### src/design/mpsd_pkg.sv
`timescale 1ns / 1ps
`default_nettype none
package mpsd_pkg;
	localparam int CW   = 32;     // coordinate width
	localparam int DW   = 33;     // coordinate difference width
	localparam int PW   = 66;     // product width
	localparam int SW   = 68;     // sum of products width
	localparam int LW   = 67;     // magnitude of a sum of products
	localparam int NW   = 136;    // root datapath width
	localparam int RB   = 33;     // root result bits
	localparam int NPROD = 10;

	typedef logic signed [DW-1:0] diff_t;

	typedef struct packed {
		logic signed [CW-1:0] sx;
		logic signed [CW-1:0] sy;
		logic signed [CW-1:0] ex;
		logic signed [CW-1:0] ey;
	} seg_t;

	typedef struct packed {
		diff_t ax;
		diff_t ay;
		diff_t bx;
		diff_t by;
		logic  last;
	} item_t;

	typedef struct packed {
		logic          start;
		logic [NW-1:0] num;
		logic [LW-1:0] den;
	} root_req_t;

	typedef struct packed {
		logic          done;
		logic [CW-1:0] root;
	} root_rsp_t;

	typedef enum logic [2:0] {
		B_IDLE, B_MUL, B_PICK, B_SQR, B_RISSUE, B_ROOT, B_UPD, B_OUT
	} bstate_t;

	typedef enum logic [1:0] {
		REG_SX = 2'd0,
		REG_SY = 2'd1,
		REG_EX = 2'd2,
		REG_EY = 2'd3
	} reg_idx_t;
endpackage
`default_nettype wire

### src/design/mpsd_front.sv
`timescale 1ns / 1ps
`default_nettype none
module mpsd_front (
	input  wire logic            clk,
	input  wire logic            arst_n,
	input  wire mpsd_pkg::seg_t  seg,
	input  wire logic            s_tvalid,
	output logic                 s_tready,
	input  wire logic [63:0]     s_tdata,
	input  wire logic            s_tlast,
	output mpsd_pkg::item_t      item,
	output logic                 item_valid,
	input  wire logic            item_pop
);
	import mpsd_pkg::*;

	item_t      mem_q [2];
	item_t      new_item;
	logic       wptr_q, rptr_q;
	logic [1:0] cnt_q;
	logic       push, pop;

	always_comb begin
		new_item.ax   = {s_tdata[31], s_tdata[31:0]} - {seg.sx[CW-1], seg.sx};
		new_item.ay   = {s_tdata[63], s_tdata[63:32]} - {seg.sy[CW-1], seg.sy};
		new_item.bx   = {s_tdata[31], s_tdata[31:0]} - {seg.ex[CW-1], seg.ex};
		new_item.by   = {s_tdata[63], s_tdata[63:32]} - {seg.ey[CW-1], seg.ey};
		new_item.last = s_tlast;
	end

	assign s_tready   = (cnt_q != 2'd2);
	assign item_valid = (cnt_q != 2'd0);
	assign item       = mem_q[rptr_q];
	assign push       = s_tvalid && s_tready;
	assign pop        = item_pop && item_valid;

	always_ff @(posedge clk) begin
		if (push) begin
			mem_q[wptr_q] <= new_item;
		end
	end

	always_ff @(posedge clk or negedge arst_n) begin
		if (!arst_n) begin
			wptr_q <= 1'b0;
			rptr_q <= 1'b0;
			cnt_q  <= 2'd0;
		end else begin
			if (push) wptr_q <= ~wptr_q;
			if (pop)  rptr_q <= ~rptr_q;
			cnt_q <= cnt_q + {1'b0, push} - {1'b0, pop};
		end
	end
endmodule
`default_nettype wire

### config.mk
export PLATFORM = sky130hd
export DESIGN_NAME = mpsd_front
export DESIGN_NICKNAME = d
export VERILOG_FILES = /design/src/design/mpsd_pkg.sv /design/src/design/mpsd_front.sv
export SDC_FILE = /design/constraint.sdc
export NUM_CORES = 1
export LEC_CHECK = 0
export BUFFER_PORTS_ARGS = -buffer_cell sky130_fd_sc_hd__buf_2
export CAP_MARGIN = 30
export CORE_ASPECT_RATIO = 1.25
export CORE_MARGIN = 5
export CORE_UTILIZATION = 55
export DETAILED_ROUTE_END_ITERATION = 10
export HOLD_SLACK_MARGIN = 0.15
export PLACE_DENSITY_LB_ADDON = 0.25
export SYNTH_ARGS = -nofsm -noshare
export SYNTH_HDL_FRONTEND = slang
export SYNTH_SLANG_ARGS = --single-unit
### constraint.sdc
create_clock -name clk -period 9 [get_ports clk]
set_input_delay 0.9 -clock clk [delete_from_list [all_inputs] [get_ports clk]]
set_output_delay 0.9 -clock clk [all_outputs]
set_load 0.05 [all_outputs]
== After elaboration in Yosys (flattened, before gate mapping) ==
Memories as Yosys holds them, arrays and structs flattened.
Cells that the tools add are included.
W data, S select, Z words.
Storage, ports and cells
  register bits: 4
  bits in latches: 0
  RAM bits: 266
  bits in read-only memories: 0
  input bits: 197
  logic and storage cells: 18
  memories: 1
Memories
  mem_q: depth 2, bits a word 133, read ports 1, clocked after memory_dff 0, wr ports 1, line mpsd_front.sv:17  | item_t mem_q [2];
Cells by class
  add/subtract/negate cells: 6
  multipliers: 0
  divide/modulo/power cells: 0
  order comparisons: 0
  equal/unequal tests: 1
  shift operators: 0
  multiplexer cells: 2
  bitwise operators: 2
  reduce and logical (&&, ||, !) cells: 3
Operator list (number)
  $sub A32 B32 Y33: 4
  $add A2 B1 Y2: 1
  $logic_and A1 B1 Y1: 2
  $mux W1: 2
  $ne A2 B2 Y1 const B: 1
  $not A1 Y1: 2
  $reduce_bool A2 Y1: 1
  $sub A2 B1 Y2: 1

== Longest topological paths before layout ==
  depth after elaboration: 4
  gate-level depth with buffers: 12

== Worst setup path after synthesis ==
OpenSTA, ideal clock, no wires.
  path type: register to register
  from: register cnt_q[0]
  to: memory mem_q[0][0] (netlist name), enable pin
  data arrival time: 6550 ps
  required time: 8372 ps
  path slack: 1822 ps
  cell stages (with the launch flop): 4
  path buffers: 0
  period minus slack after synthesis: 7178 ps
  path through: dfrtp_1 nand2b_1 nand2_1 nor2_1
Between the ends
  word-level cells in the longest chain between the ends: 4
Ends and longest elaborated chain
  start, declared: line mpsd_front.sv:20  | logic [1:0] cnt_q;
  start signal, assigned: line mpsd_front.sv:51  | cnt_q <= cnt_q + {1'b0, push} - {1'b0, pop};
  $ne A2 B2 Y1: line mpsd_front.sv:31  | assign s_tready = (cnt_q != 2'd2);
  via s_tready: line mpsd_front.sv:8  | output logic s_tready,
  $logic_and A1 B1 Y1: line mpsd_front.sv:34  | assign push = s_tvalid && s_tready;
  $mux W1: line mpsd_front.sv:38  | if (push) begin
  $mux W1 (implied by the code): line mpsd_front.sv:39  | mem_q[wptr_q] <= new_item;
  end, declared: line mpsd_front.sv:17
The timed path passes the listed nets, and every way through them passes these cells.

==> reports/qor.yml <==
global_route:
  grt_pass1_vias: 12559
  grt_max_degree: 134
  grt_overflow: 0
  grtUsageTotal_pct: 22.2
  antenna_found_initial: 1
  grt_pass1_wl_mm: 59.9
placed_design:
  gp_congestion: 0.928
  hpwl_mm: 28.8
  numPortBuffers: 331
pwr:
  clockPowerShare_pct: 18.4
  vdd_ir_drop_max_mv: 0.234
  power_density_nw_per_um2: 288
  p_switching_w: 0.00245
  p_seq_share_pct: 34.1
  p_int_w: 0.00317
  p_leak_nw: 8.53
  p_comb_share_pct: 47.5
  switching_share_pct: 43.5
detailed_routing:
  drt_iter0_drc: 597
  drtAntennaViolNets: 0
  vias_per_cell: 5.55
  wl_per_cell_um: 17.6
  routed_wl_mm: 38.6
  vias: 12183
  drcViolationCount: 0
  drtPass1Iterations: 5
worst_setup_path:
  worstSetupStartpointType: "flip-flop"
  crit_required_ns: 8.10
  crit_arrival_ns: 2.70
  critical_path_peak_fanout: 53
  crit_type: "flip-flop to primary output"
  end_kind: "primary output"
synthesis:
  syn_area_per_cell_sq_um: 11.5
  syn_inst: 1433
  yosys_register_bits: 270
  synth_top_flop_cell: "edfxtp_1"
  yosysWarnings: 0
  synth_edf_count: 266
  syn_nets: 1764
  synth_area_sq_um: 16500
  yosysSeqAreaShare_pct: 48.9
  ys_types: 66
  async_reset_ff_share_pct: 1.48
timing:
  slew_headroom_pct: 35.8
  min_period_ns: 3.60
  rsz0062_at_grt: "false"
  finalCritPeriodShare_pct: 40.0
  setup_viol: 0
  timing.fmax_ghz: 0.278
  hold_violations: 0
  slew_viol_final: 0
  tns_ns: 0
  finClkSkew_ns: 0.0158
  tightest_slew_ns: 0.963
clock_tree:
  htreeDepth: 1
  cts_resized: 0
  clock_path_buffers: 3
  numCtsBuffers: 27
  cts-root-buf: "clkbuf_16"
  clkSinkCount: 270
  cts_tree: "done"
  insertion_delay_ns: 0.54
  clk_pin_slew_worst_paths_ns: 0.06
cells_and_area:
  area_growth_pct: 17.9
  diodes: 0
  utilization_pct: 65.2
  layout_common_cells: "331 x buf_2, 266 x edfxtp_1, 166 x inv_1"
  final_nets: 2106
  drive_gt1_share_pct: 29.7
  final_common_cell: "buf_2"
floorplanning:
  die_w_um: 165
  die_h_um: 204
  dieArea_sq_um: 33700
  coreArea_sq_um: 29900
  start_util_pct: 55.3
  fp-row-count: 71
  ios: 332
run_status:
  outcome: "complete, no violations"
job:
  drv_cap: 0
hold_path:
  hold_class: "flip-flop to flip-flop"
[final cells by class]
class                           count  area, sq um
Clock buffer                       33          698
Fill cell                        2408        10400
Sequential cell                   270         8090
Tap cell                          401          502
Multi-Input combinational cell    973         7760
Timing Repair Buffer              337         1740
Inverter                          166          623
Clock inverter                     16          104
[power by group through the flow]
stage          Combinational [W]  Clock, W  Sequential (W)
6_report                 0.00267   0.00103         0.00192
3_5_place_dp             0.00267         0         0.00195
3_3_place_gp             0.00265         0         0.00193
5_1_grt                  0.00282   0.00111         0.00194
2_1_floorplan            0.00208         0         0.00194
4_1_cts                  0.00269   0.00106         0.00193
[logic make-up after synthesis]
group,synth area share [%]
buffers and inverters,4.31
AO/OA/AOI/OAI,14.0
flip-flops,48.9
adder cells (fa/ha/maj),10.3
XOR/XNOR,5.77
multiplexers,9.05
AND/OR/NAND/NOR,7.64
[flip-flops by register name, summed over array words and instances, names as in the netlist]
register,flops
cnt_q,2
rptr_q,1
wptr_q,1
mem_q,266
[per-stage QoR]
step / hold slack (ns) / total power [W] / instance area [sq um] / instances / worst slack [ns]
finish: 0.529 / 0.00562 / 19500 / 2196 / 5.40
global route: 0.539 / 0.00588 / 19500 / 2196 / 5.32
CTS: 0.521 / 0.00567 / 19500 / 2195 / 5.33
detailed placement: 0.508 / 0.00462 / 18700 / 2145 / 5.00
global placement: 0.494 / 0.00459 / 18700 / 2145 / 5.13
floorplan: 0.460 / 0.00402 / 16500 / 1433 / 1.82
[critical path, stage by stage (launching register included)]
cell and delay [ns]:
dfrtp_4 0.75, buf_4 0.68, mux2_2 0.45, buf_2 0.22
[layer usage]
metal	track usage [%]	wire length [um]	vias up
met1	24.8	14800	5710
li1	-	-	5957
met5	0	20	-
met3	4.32	2700	93
met4	9.09	1460	2
met2	40.9	19600	421
[worst paths after layout]
path,from,endpoint,slack (ns),depth (start not counted)
setup / recovery,rptr_q,item[57],5.40,3
setup reg to reg,cnt_q[1],mem_q[1][105],6.69,4
hold reg to reg,cnt_q[1],cnt_q[1],0.53,1
min in group asynchronous,arst_n,wptr_q,0.72,2
hold / removal,cnt_q[1],cnt_q[1],0.53,1
max in group asynchronous,arst_n,rptr_q,8.14,2
[what timing repair did]
action                                  in CTS  in global routing
endpoints found under the setup margin       0                  0
setup buffers                                0                  0
endpoints found under the hold margin        4                  0
hold buffers                                 1                  0
[cells in the mapped netlist (all sizes together) (5+ instances only)]
cell,number,area [sq um]
a21o,62,465
a211oi,8,60.1
nor2,58,218
a211o,5,43.8
or2,8,50.1
o21ai,55,283
nand2b,22,138
xnor2,81,709
xor2,28,245
and2,9,56.3
ha,130,1630
mux2,133,1500
nand2,58,218
inv,166,623
o21bai,14,105
edfxtp,266,7990
o211ai,13,97.6
clkbuf,24,90.1
o21a,12,97.6
nor2b,17,114
nand3,18,90.1
nor3,17,90.1
and3,14,87.6
a31oi,10,98.8
nand4,11,68.8
o31a,9,78.8
a21oi,118,591
Power figures use the tool's default switching activity.
