**src/design/mpsd_pkg.sv**
```systemverilog
`timescale 1ns / 1ps
`default_nettype none
package mpsd_pkg;
	localparam int CW   = 32;     // coordinate width
	localparam int DW   = 33;     // coordinate difference width
	localparam int PW   = 66;     // product width
	localparam int SW   = 68;     // sum of products width
	localparam int LW   = 67;     // magnitude of a sum of products
	localparam int NW   = 136;    // root datapath width
	localparam int RB   = 33;     // root result bits
	localparam int NPROD = 10;

	typedef logic signed [DW-1:0] diff_t;

	typedef struct packed {
		logic signed [CW-1:0] sx;
		logic signed [CW-1:0] sy;
		logic signed [CW-1:0] ex;
		logic signed [CW-1:0] ey;
	} seg_t;

	typedef struct packed {
		diff_t ax;
		diff_t ay;
		diff_t bx;
		diff_t by;
		logic  last;
	} item_t;

	typedef struct packed {
		logic          start;
		logic [NW-1:0] num;
		logic [LW-1:0] den;
	} root_req_t;

	typedef struct packed {
		logic          done;
		logic [CW-1:0] root;
	} root_rsp_t;

	typedef enum logic [2:0] {
		B_IDLE, B_MUL, B_PICK, B_SQR, B_RISSUE, B_ROOT, B_UPD, B_OUT
	} bstate_t;

	typedef enum logic [1:0] {
		REG_SX = 2'd0,
		REG_SY = 2'd1,
		REG_EX = 2'd2,
		REG_EY = 2'd3
	} reg_idx_t;
endpackage
`default_nettype wire

```
**src/design/mpsd_root.sv**
```systemverilog
`timescale 1ns / 1ps
`default_nettype none
// floor(sqrt(num / den)) by restoring digit recurrence
module mpsd_root (
	input  wire logic                clk,
	input  wire logic                arst_n,
	input  wire mpsd_pkg::root_req_t req,
	output mpsd_pkg::root_rsp_t      rsp
);
	import mpsd_pkg::*;

	localparam int BITW = $clog2(RB);

	logic            busy_q, phase_q, done_q;
	logic [BITW-1:0] bit_q;
	logic [RB-1:0]   r_q;
	logic [NW-1:0]   rem_q, ps_q, d2_q, term_q;
	logic            take;
	logic [NW-1:0]   ps_upd;

	assign take   = (rem_q >= term_q);
	assign ps_upd = take ? (ps_q + (d2_q << 1)) : ps_q;

	assign rsp.done = done_q;
	assign rsp.root = r_q[RB-1] ? {CW{1'b1}} : r_q[CW-1:0];

	always_ff @(posedge clk or negedge arst_n) begin
		if (!arst_n) begin
			busy_q  <= 1'b0;
			phase_q <= 1'b0;
			done_q  <= 1'b0;
			bit_q   <= '0;
		end else begin
			done_q <= 1'b0;
			if (req.start) begin
				busy_q  <= 1'b1;
				phase_q <= 1'b0;
				bit_q   <= BITW'(RB - 1);
			end else if (busy_q) begin
				phase_q <= ~phase_q;
				if (phase_q) begin
					if (bit_q == '0) begin
						busy_q <= 1'b0;
						done_q <= 1'b1;
					end else begin
						bit_q <= bit_q - 1'b1;
					end
				end
			end
		end
	end

	always_ff @(posedge clk) begin
		if (req.start) begin
			rem_q <= req.num;
			ps_q  <= '0;
			d2_q  <= NW'(req.den) << (2 * (RB - 1));
			r_q   <= '0;
		end else if (busy_q) begin
			if (!phase_q) begin
				term_q <= ps_q + d2_q;
			end else begin
				if (take) begin
					rem_q     <= rem_q - term_q;
					r_q[bit_q] <= 1'b1;
				end
				ps_q <= ps_upd >> 1;
				d2_q <= d2_q >> 2;
			end
		end
	end
endmodule
`default_nettype wire

```
**config.mk**
```make
export PLATFORM = sky130hd
export DESIGN_NAME = mpsd_root
export DESIGN_NICKNAME = d
export VERILOG_FILES = /design/src/design/mpsd_pkg.sv /design/src/design/mpsd_root.sv
export SDC_FILE = /design/constraint.sdc
export NUM_CORES = 2
export LEC_CHECK = 0
export BUFFER_PORTS_ARGS = -buffer_cell sky130_fd_sc_hd__buf_4
export CORE_MARGIN = 4
export CORE_UTILIZATION = 30
export CTS_CLUSTER_DIAMETER = 150
export DETAILED_ROUTE_END_ITERATION = 10
export GPL_TIMING_DRIVEN = 0
export PLACE_DENSITY = 0.55
export SKIP_LAST_GASP = 1
export SLEW_MARGIN = 40
export SYNTH_ARGS = -nofsm -noshare
export SYNTH_HDL_FRONTEND = slang
export SYNTH_SLANG_ARGS = --single-unit
```
**constraint.sdc**
```tcl
create_clock -name clk -period 22.7 [get_ports clk]
set_clock_uncertainty 0.05 [all_clocks]
set_input_delay 1.135 -clock clk [delete_from_list [all_inputs] [get_ports clk]]
set_output_delay 1.135 -clock clk [all_outputs]
set_load 0.1 [all_outputs]
```
* Yosys cells after proc, flatten, opt, wreduce, memory -nomap -nowiden
Cells that the tools add are included.
Storage, ports and cells: flip-flop bits (word level) 580, output and inout port bits 33
Cells by class: $add $sub $neg 4, order comparisons 3, eq/ne operators 1, mux-type cells 25, bitwise logic cells 3, reductions and logical operators 11
Operators by type and width (count):
- $mux 136 | 5
- $mux 131 | 3
- $add 135x131->136 | 1
- $add 135x132->136 | 1
- $ge 136x136->1 | 1
- $sub 136x136->136 | 1
- $or 33x33->33 | 1
- $mux 32 | 1
- $mux 6 | 4
- $reduce_and 3->1 | 4
- $mux 1 | 11
- $lt 6x7->1 const B | 1
- $demux 1 s6 | 1
- $ge 6x1->1 const B | 1
- $logic_not 6->1 | 1
- $reduce_bool 2->1 | 3
- $sub 6x1->6 const B | 1
- $reduce_and 2->1 | 2
- $ne 2x2->1 const B | 1
- $not 1->1 | 2
- $logic_and 1x1->1 | 1

* Logic depth before layout (Yosys ltp)
word-level depth 5, gate-level depth with buffers 19

* Worst setup path before layout
Ideal clock, no wire load.
path type input-to-reg, start input port req[203] (netlist name), end register term_q[0] (enable), setup time 826 ps, data arrival time 11634 ps, required time 21824 ps, setup slack 10190 ps, cell stages on the path 4, path buffers 3, cells stage by stage clkbuf_1 > clkbuf_1 > clkbuf_1 > nor3b_1
On the way: longest elaborated chain between the ends 2
Ends and longest elaborated chain:
- from (decl) | line mpsd_root.sv:7 | input wire mpsd_pkg::root_req_t req,
- $not 1->1 (no line)
- $reduce_and 3->1 (no line)
- to (signal assigned) | line mpsd_root.sv:61 | term_q <= ps_q + d2_q;
- to (decl) | line mpsd_root.sv:17 | logic [NW-1:0] rem_q, ps_q, d2_q, term_q;
Every way passes these cells. A chain may end at the register's enable or synchronous reset.

* Worst setup path after layout
start register rem_q[62], end register rem_q[68] (enable)
On the way: longest elaborated chain between the ends 3
Ends and longest elaborated chain:
- from (decl) | line mpsd_root.sv:17
- from (signal assigned) | line mpsd_root.sv:55 | rem_q <= req.num;
- from (signal assigned) | line mpsd_root.sv:64 | rem_q <= rem_q - term_q;
- $ge 136x136->1 | line mpsd_root.sv:21 | assign take = (rem_q >= term_q);
- $reduce_bool 2->1 (no line)
- $reduce_and 3->1 (no line)
Every way passes these cells.

==> run_results.csv <==
group,metric,value,unit
worst_setup_path,path_max_fanout,35,
worst_setup_path,regToRegEndpoint,"rem_q[68]",
route,totalWireLength,183.1,mm
worst_setup_path,crit_chain,"ha_1 -> clkbuf_1 -> nand4_1 -> nor3_1 -> nand4_1 -> a21oi_1 -> nor2_1 -> o21a_1 -> o21bai_1 -> a41oi_2 -> nor2_1 -> clkbuf_1 -> or2_4 -> buf_12 -> buf_12",
timing,slew_headroom,36.75,%
worst_setup_path,critPathLaunchType,"flip-flop",
worst_setup_path,worst_ep_arrival_time,7370,ps
synthesis,syn_avg_cell_area,7.857,sq um
min_path,hold_path_class,"in -> async",
clock_tree,clk_latency,690,ps
route,dr.pass1.iters,5,
route,via_count,46020,
synthesis,synth_flop_cell,"edfxtp_1",
route,wl_per_cell,21.54,um
synthesis,synthArstFlopShare,1.552,%
grt,grt_pass1_wl,270.7,mm
job,cap_violations,0,
synthesis,synth_compound_area_share,26.81,%
timing,rsz0062_at_grt,"false",
route,top_layer,"met5",
finish,layout_commonest_cell,"nand2_1",
timing,tightest_slew,941.6,ps
synthesis,synth_area,47440,sq um
grt,grt_max_degree,51,
route,drt-met1-wl,84.04,mm
finish,area_growth,15.63,%
synthesis,synth_xor_area_share,7.238,%
place,hpwl,147.6,mm
grt,overflow,0,
finish,nFillCells,16680,
synthesis,ys_warn_count,0,
floorplan,ios,239,
finish,mostFrequentLayoutCells,"nand2_1, a21oi_1, o21ai_0",
grt,grt_pass1_vias,43980,
worst_setup_path,worstReg2RegStart,"rem_q[62]",
worst_setup_path,slowest_delay,700,ps
route,wl_met2,82.43,mm
clock_tree,ctsResizeCount,0,
synthesis,yosysSeqAreaShare,31.73,%
synthesis,ys_types,98,
worst_setup_path,end_kind,"flip-flop",
clock_tree,post_cts_buffers,0,
synthesis,synthMuxAreaShare,0.2822,%
grt,track_usage,21.39,%
synthesis,yosys.area_share.simple,18.37,%
clock_tree,h-tree-depth,3,
synthesis,synth_top_family_by_area,"compound AO/OA/AOI/OAI gates",
timing,final_hold_viol_count,0,
worst_setup_path,cp_slowest_cell,"a21oi_1",
timing,fin_setup_tns,0,ps
timing,finalSetupViolCount,0,
synthesis,synth_cells,6037,
worst_setup_path,crit_type,"reg -> reg",
route,ant_nets,0,
finish,nets,6992,
finish,multi_input_area,30100,sq um
clock_tree,cts_tree,"built",
synthesis,synthAdderAreaFrac,10.65,%
timing,finalCritPeriodShare,31.17,%
route,post-route-drc-count,0,
place,portBuffers,238,
route,dr.first_iter.drc_count,4031,
timing,fmax,141.3,MHz
worst_setup_path,reg2reg_depth,15,
power,p_leak,22.46,nW
power,total_power,0.005073,W
clock_tree,numCtsBuffers,75,
clock_tree,clkTransAtPathRegs,60,ps
clock_tree,hold_buffers,0,
finish,drive_gt1_share,8.380,%
power,ir_drop,0.05783,mV
synthesis,synth_enable_flop_cells,339,
worst_setup_path,cp_data_required_time,23000,ps
floorplan,die_w,405.6,um
timing,final_max_slew_viol_count,0,
power,power.density,92.48,nW/um^2
outcome,outcome,"complete, no violations",
floorplan,die_area,164500,sq um
grt,antenna_found_initial,2,
timing,period_minus_slack,7075,ps
floorplan,fp-row-count,145,
finish,ff_latch_area,15050,sq um
synthesis,syn_nets,6645,
floorplan,core_area,156800,sq um
synthesis,synth-seq-cells,580,
route,wl_met3,10.58,mm
floorplan,start_util,30.26,%
floorplan,die_y,405.6,um
clock_tree,cts-root-buf,"clkbuf_16",
clock_tree,clock-sinks,580,
place,routabilityCongestion,0.9514,
route,routed_via_density,5.412,
worst_setup_path,rrSetupSlack,15630,ps
clock_tree,cts.path.max_buffers,3,
metrics by stage:
step                      instance area, sq um  hold WS, ps  cells  utilization [%]  setup WS (ps)
after global routing                     54850        202.0   8502            34.99          15410
after detailed placement                 52220        424.2   8364            33.31          15670
final                                    54850        218.3   8503            34.99          15630
after global placement                   51800        416.4   8333            33.04           3885
after floorplan                          47440        406.7   6037                -          10190
after CTS                                54840        162.0   8501            34.98          15610
area by class of cell:
class / instances / area share [%]
Sequential cell: 580 / 27.44
Antenna cell: 1 / 0.004562
Tap cell: 2058 / 4.695
Clock inverter: 29 / 0.6136
Timing Repair Buffer: 270 / 3.864
Clock buffer: 108 / 4.168
Multi-Input combinational cell: 4847 / 54.88
Buffer: 323 / 2.366
Inverter: 287 / 1.973
metal layers:
layer  vias to the layer above  track usage [%]
met4                         2            7.267
met2                      1444            34.53
met1                     21820            29.50
met3                       240            2.673
li1                      22520                -
met5                         -                0
flip-flops by register name, indices dropped and copies added, names as in the netlist:
signal / flops
bit_q: 6
busy_q: 1
d2_q: 131
done_q: 1
phase_q: 1
ps_q: 135
r_q: 33
rem_q: 136
term_q: 136
power breakdown:
| part | switching [W] | internal, W |
|---|---|---|
| logic | 0.00154 | 0.000794 |
| clock network | 0.000505 | 0.000779 |
| registers | 0.000118 | 0.00134 |
cells by family (layout without fill, tap and decap cells):
family	Yosys count	after routing
AND/OR/NAND/NOR	1981	1981
AO/OA/AOI/OAI	2059	2059
XOR/XNOR	392	392
adder cells (fa/ha/maj)	402	402
buffers and inverters	610	1017
flip-flops	580	580
other	0	1
multiplexers	13	13
cell usage after synthesis, types with 141 or more instances:
cell type / count / area, sq um
a21o_1: 227 / 1704
a21oi_1: 678 / 3393
clkbuf_1: 287 / 1077
dfxtp_1: 232 / 4644
edfxtp_1: 339 / 10180
ha_1: 399 / 4992
inv_1: 287 / 1077
nand2_1: 926 / 3476
nand4_1: 160 / 1001
nor2_1: 465 / 1745
nor3_1: 141 / 705.7
o21ai_0: 531 / 2658
xnor2_1: 239 / 2093
xor2_1: 153 / 1340
critical path, delay by kind of cell, from the launching register on:
family	cells	cell delay, ps
AO/OA/AOI/OAI	4	2090
adder cells (fa/ha/maj)	1	290
AND/OR/NAND/NOR	6	2340
flip-flops	1	400
buffers and inverters	4	1430
how the worst max path moves through the flow:
stage                          from          to  slack, ps  cells after the start
after floorplan            req[203]   term_q[0]      10190                      4
after global placement     req[203]  term_q[66]       3890                      5
after detailed placement  rem_q[62]   rem_q[59]      15670                     15
after CTS                 rem_q[62]   rem_q[68]      15610                     15
after global routing      rem_q[62]   rem_q[68]      15410                     15
final                     rem_q[62]   rem_q[68]      15630                     15
Power figures use the tool's default switching activity.
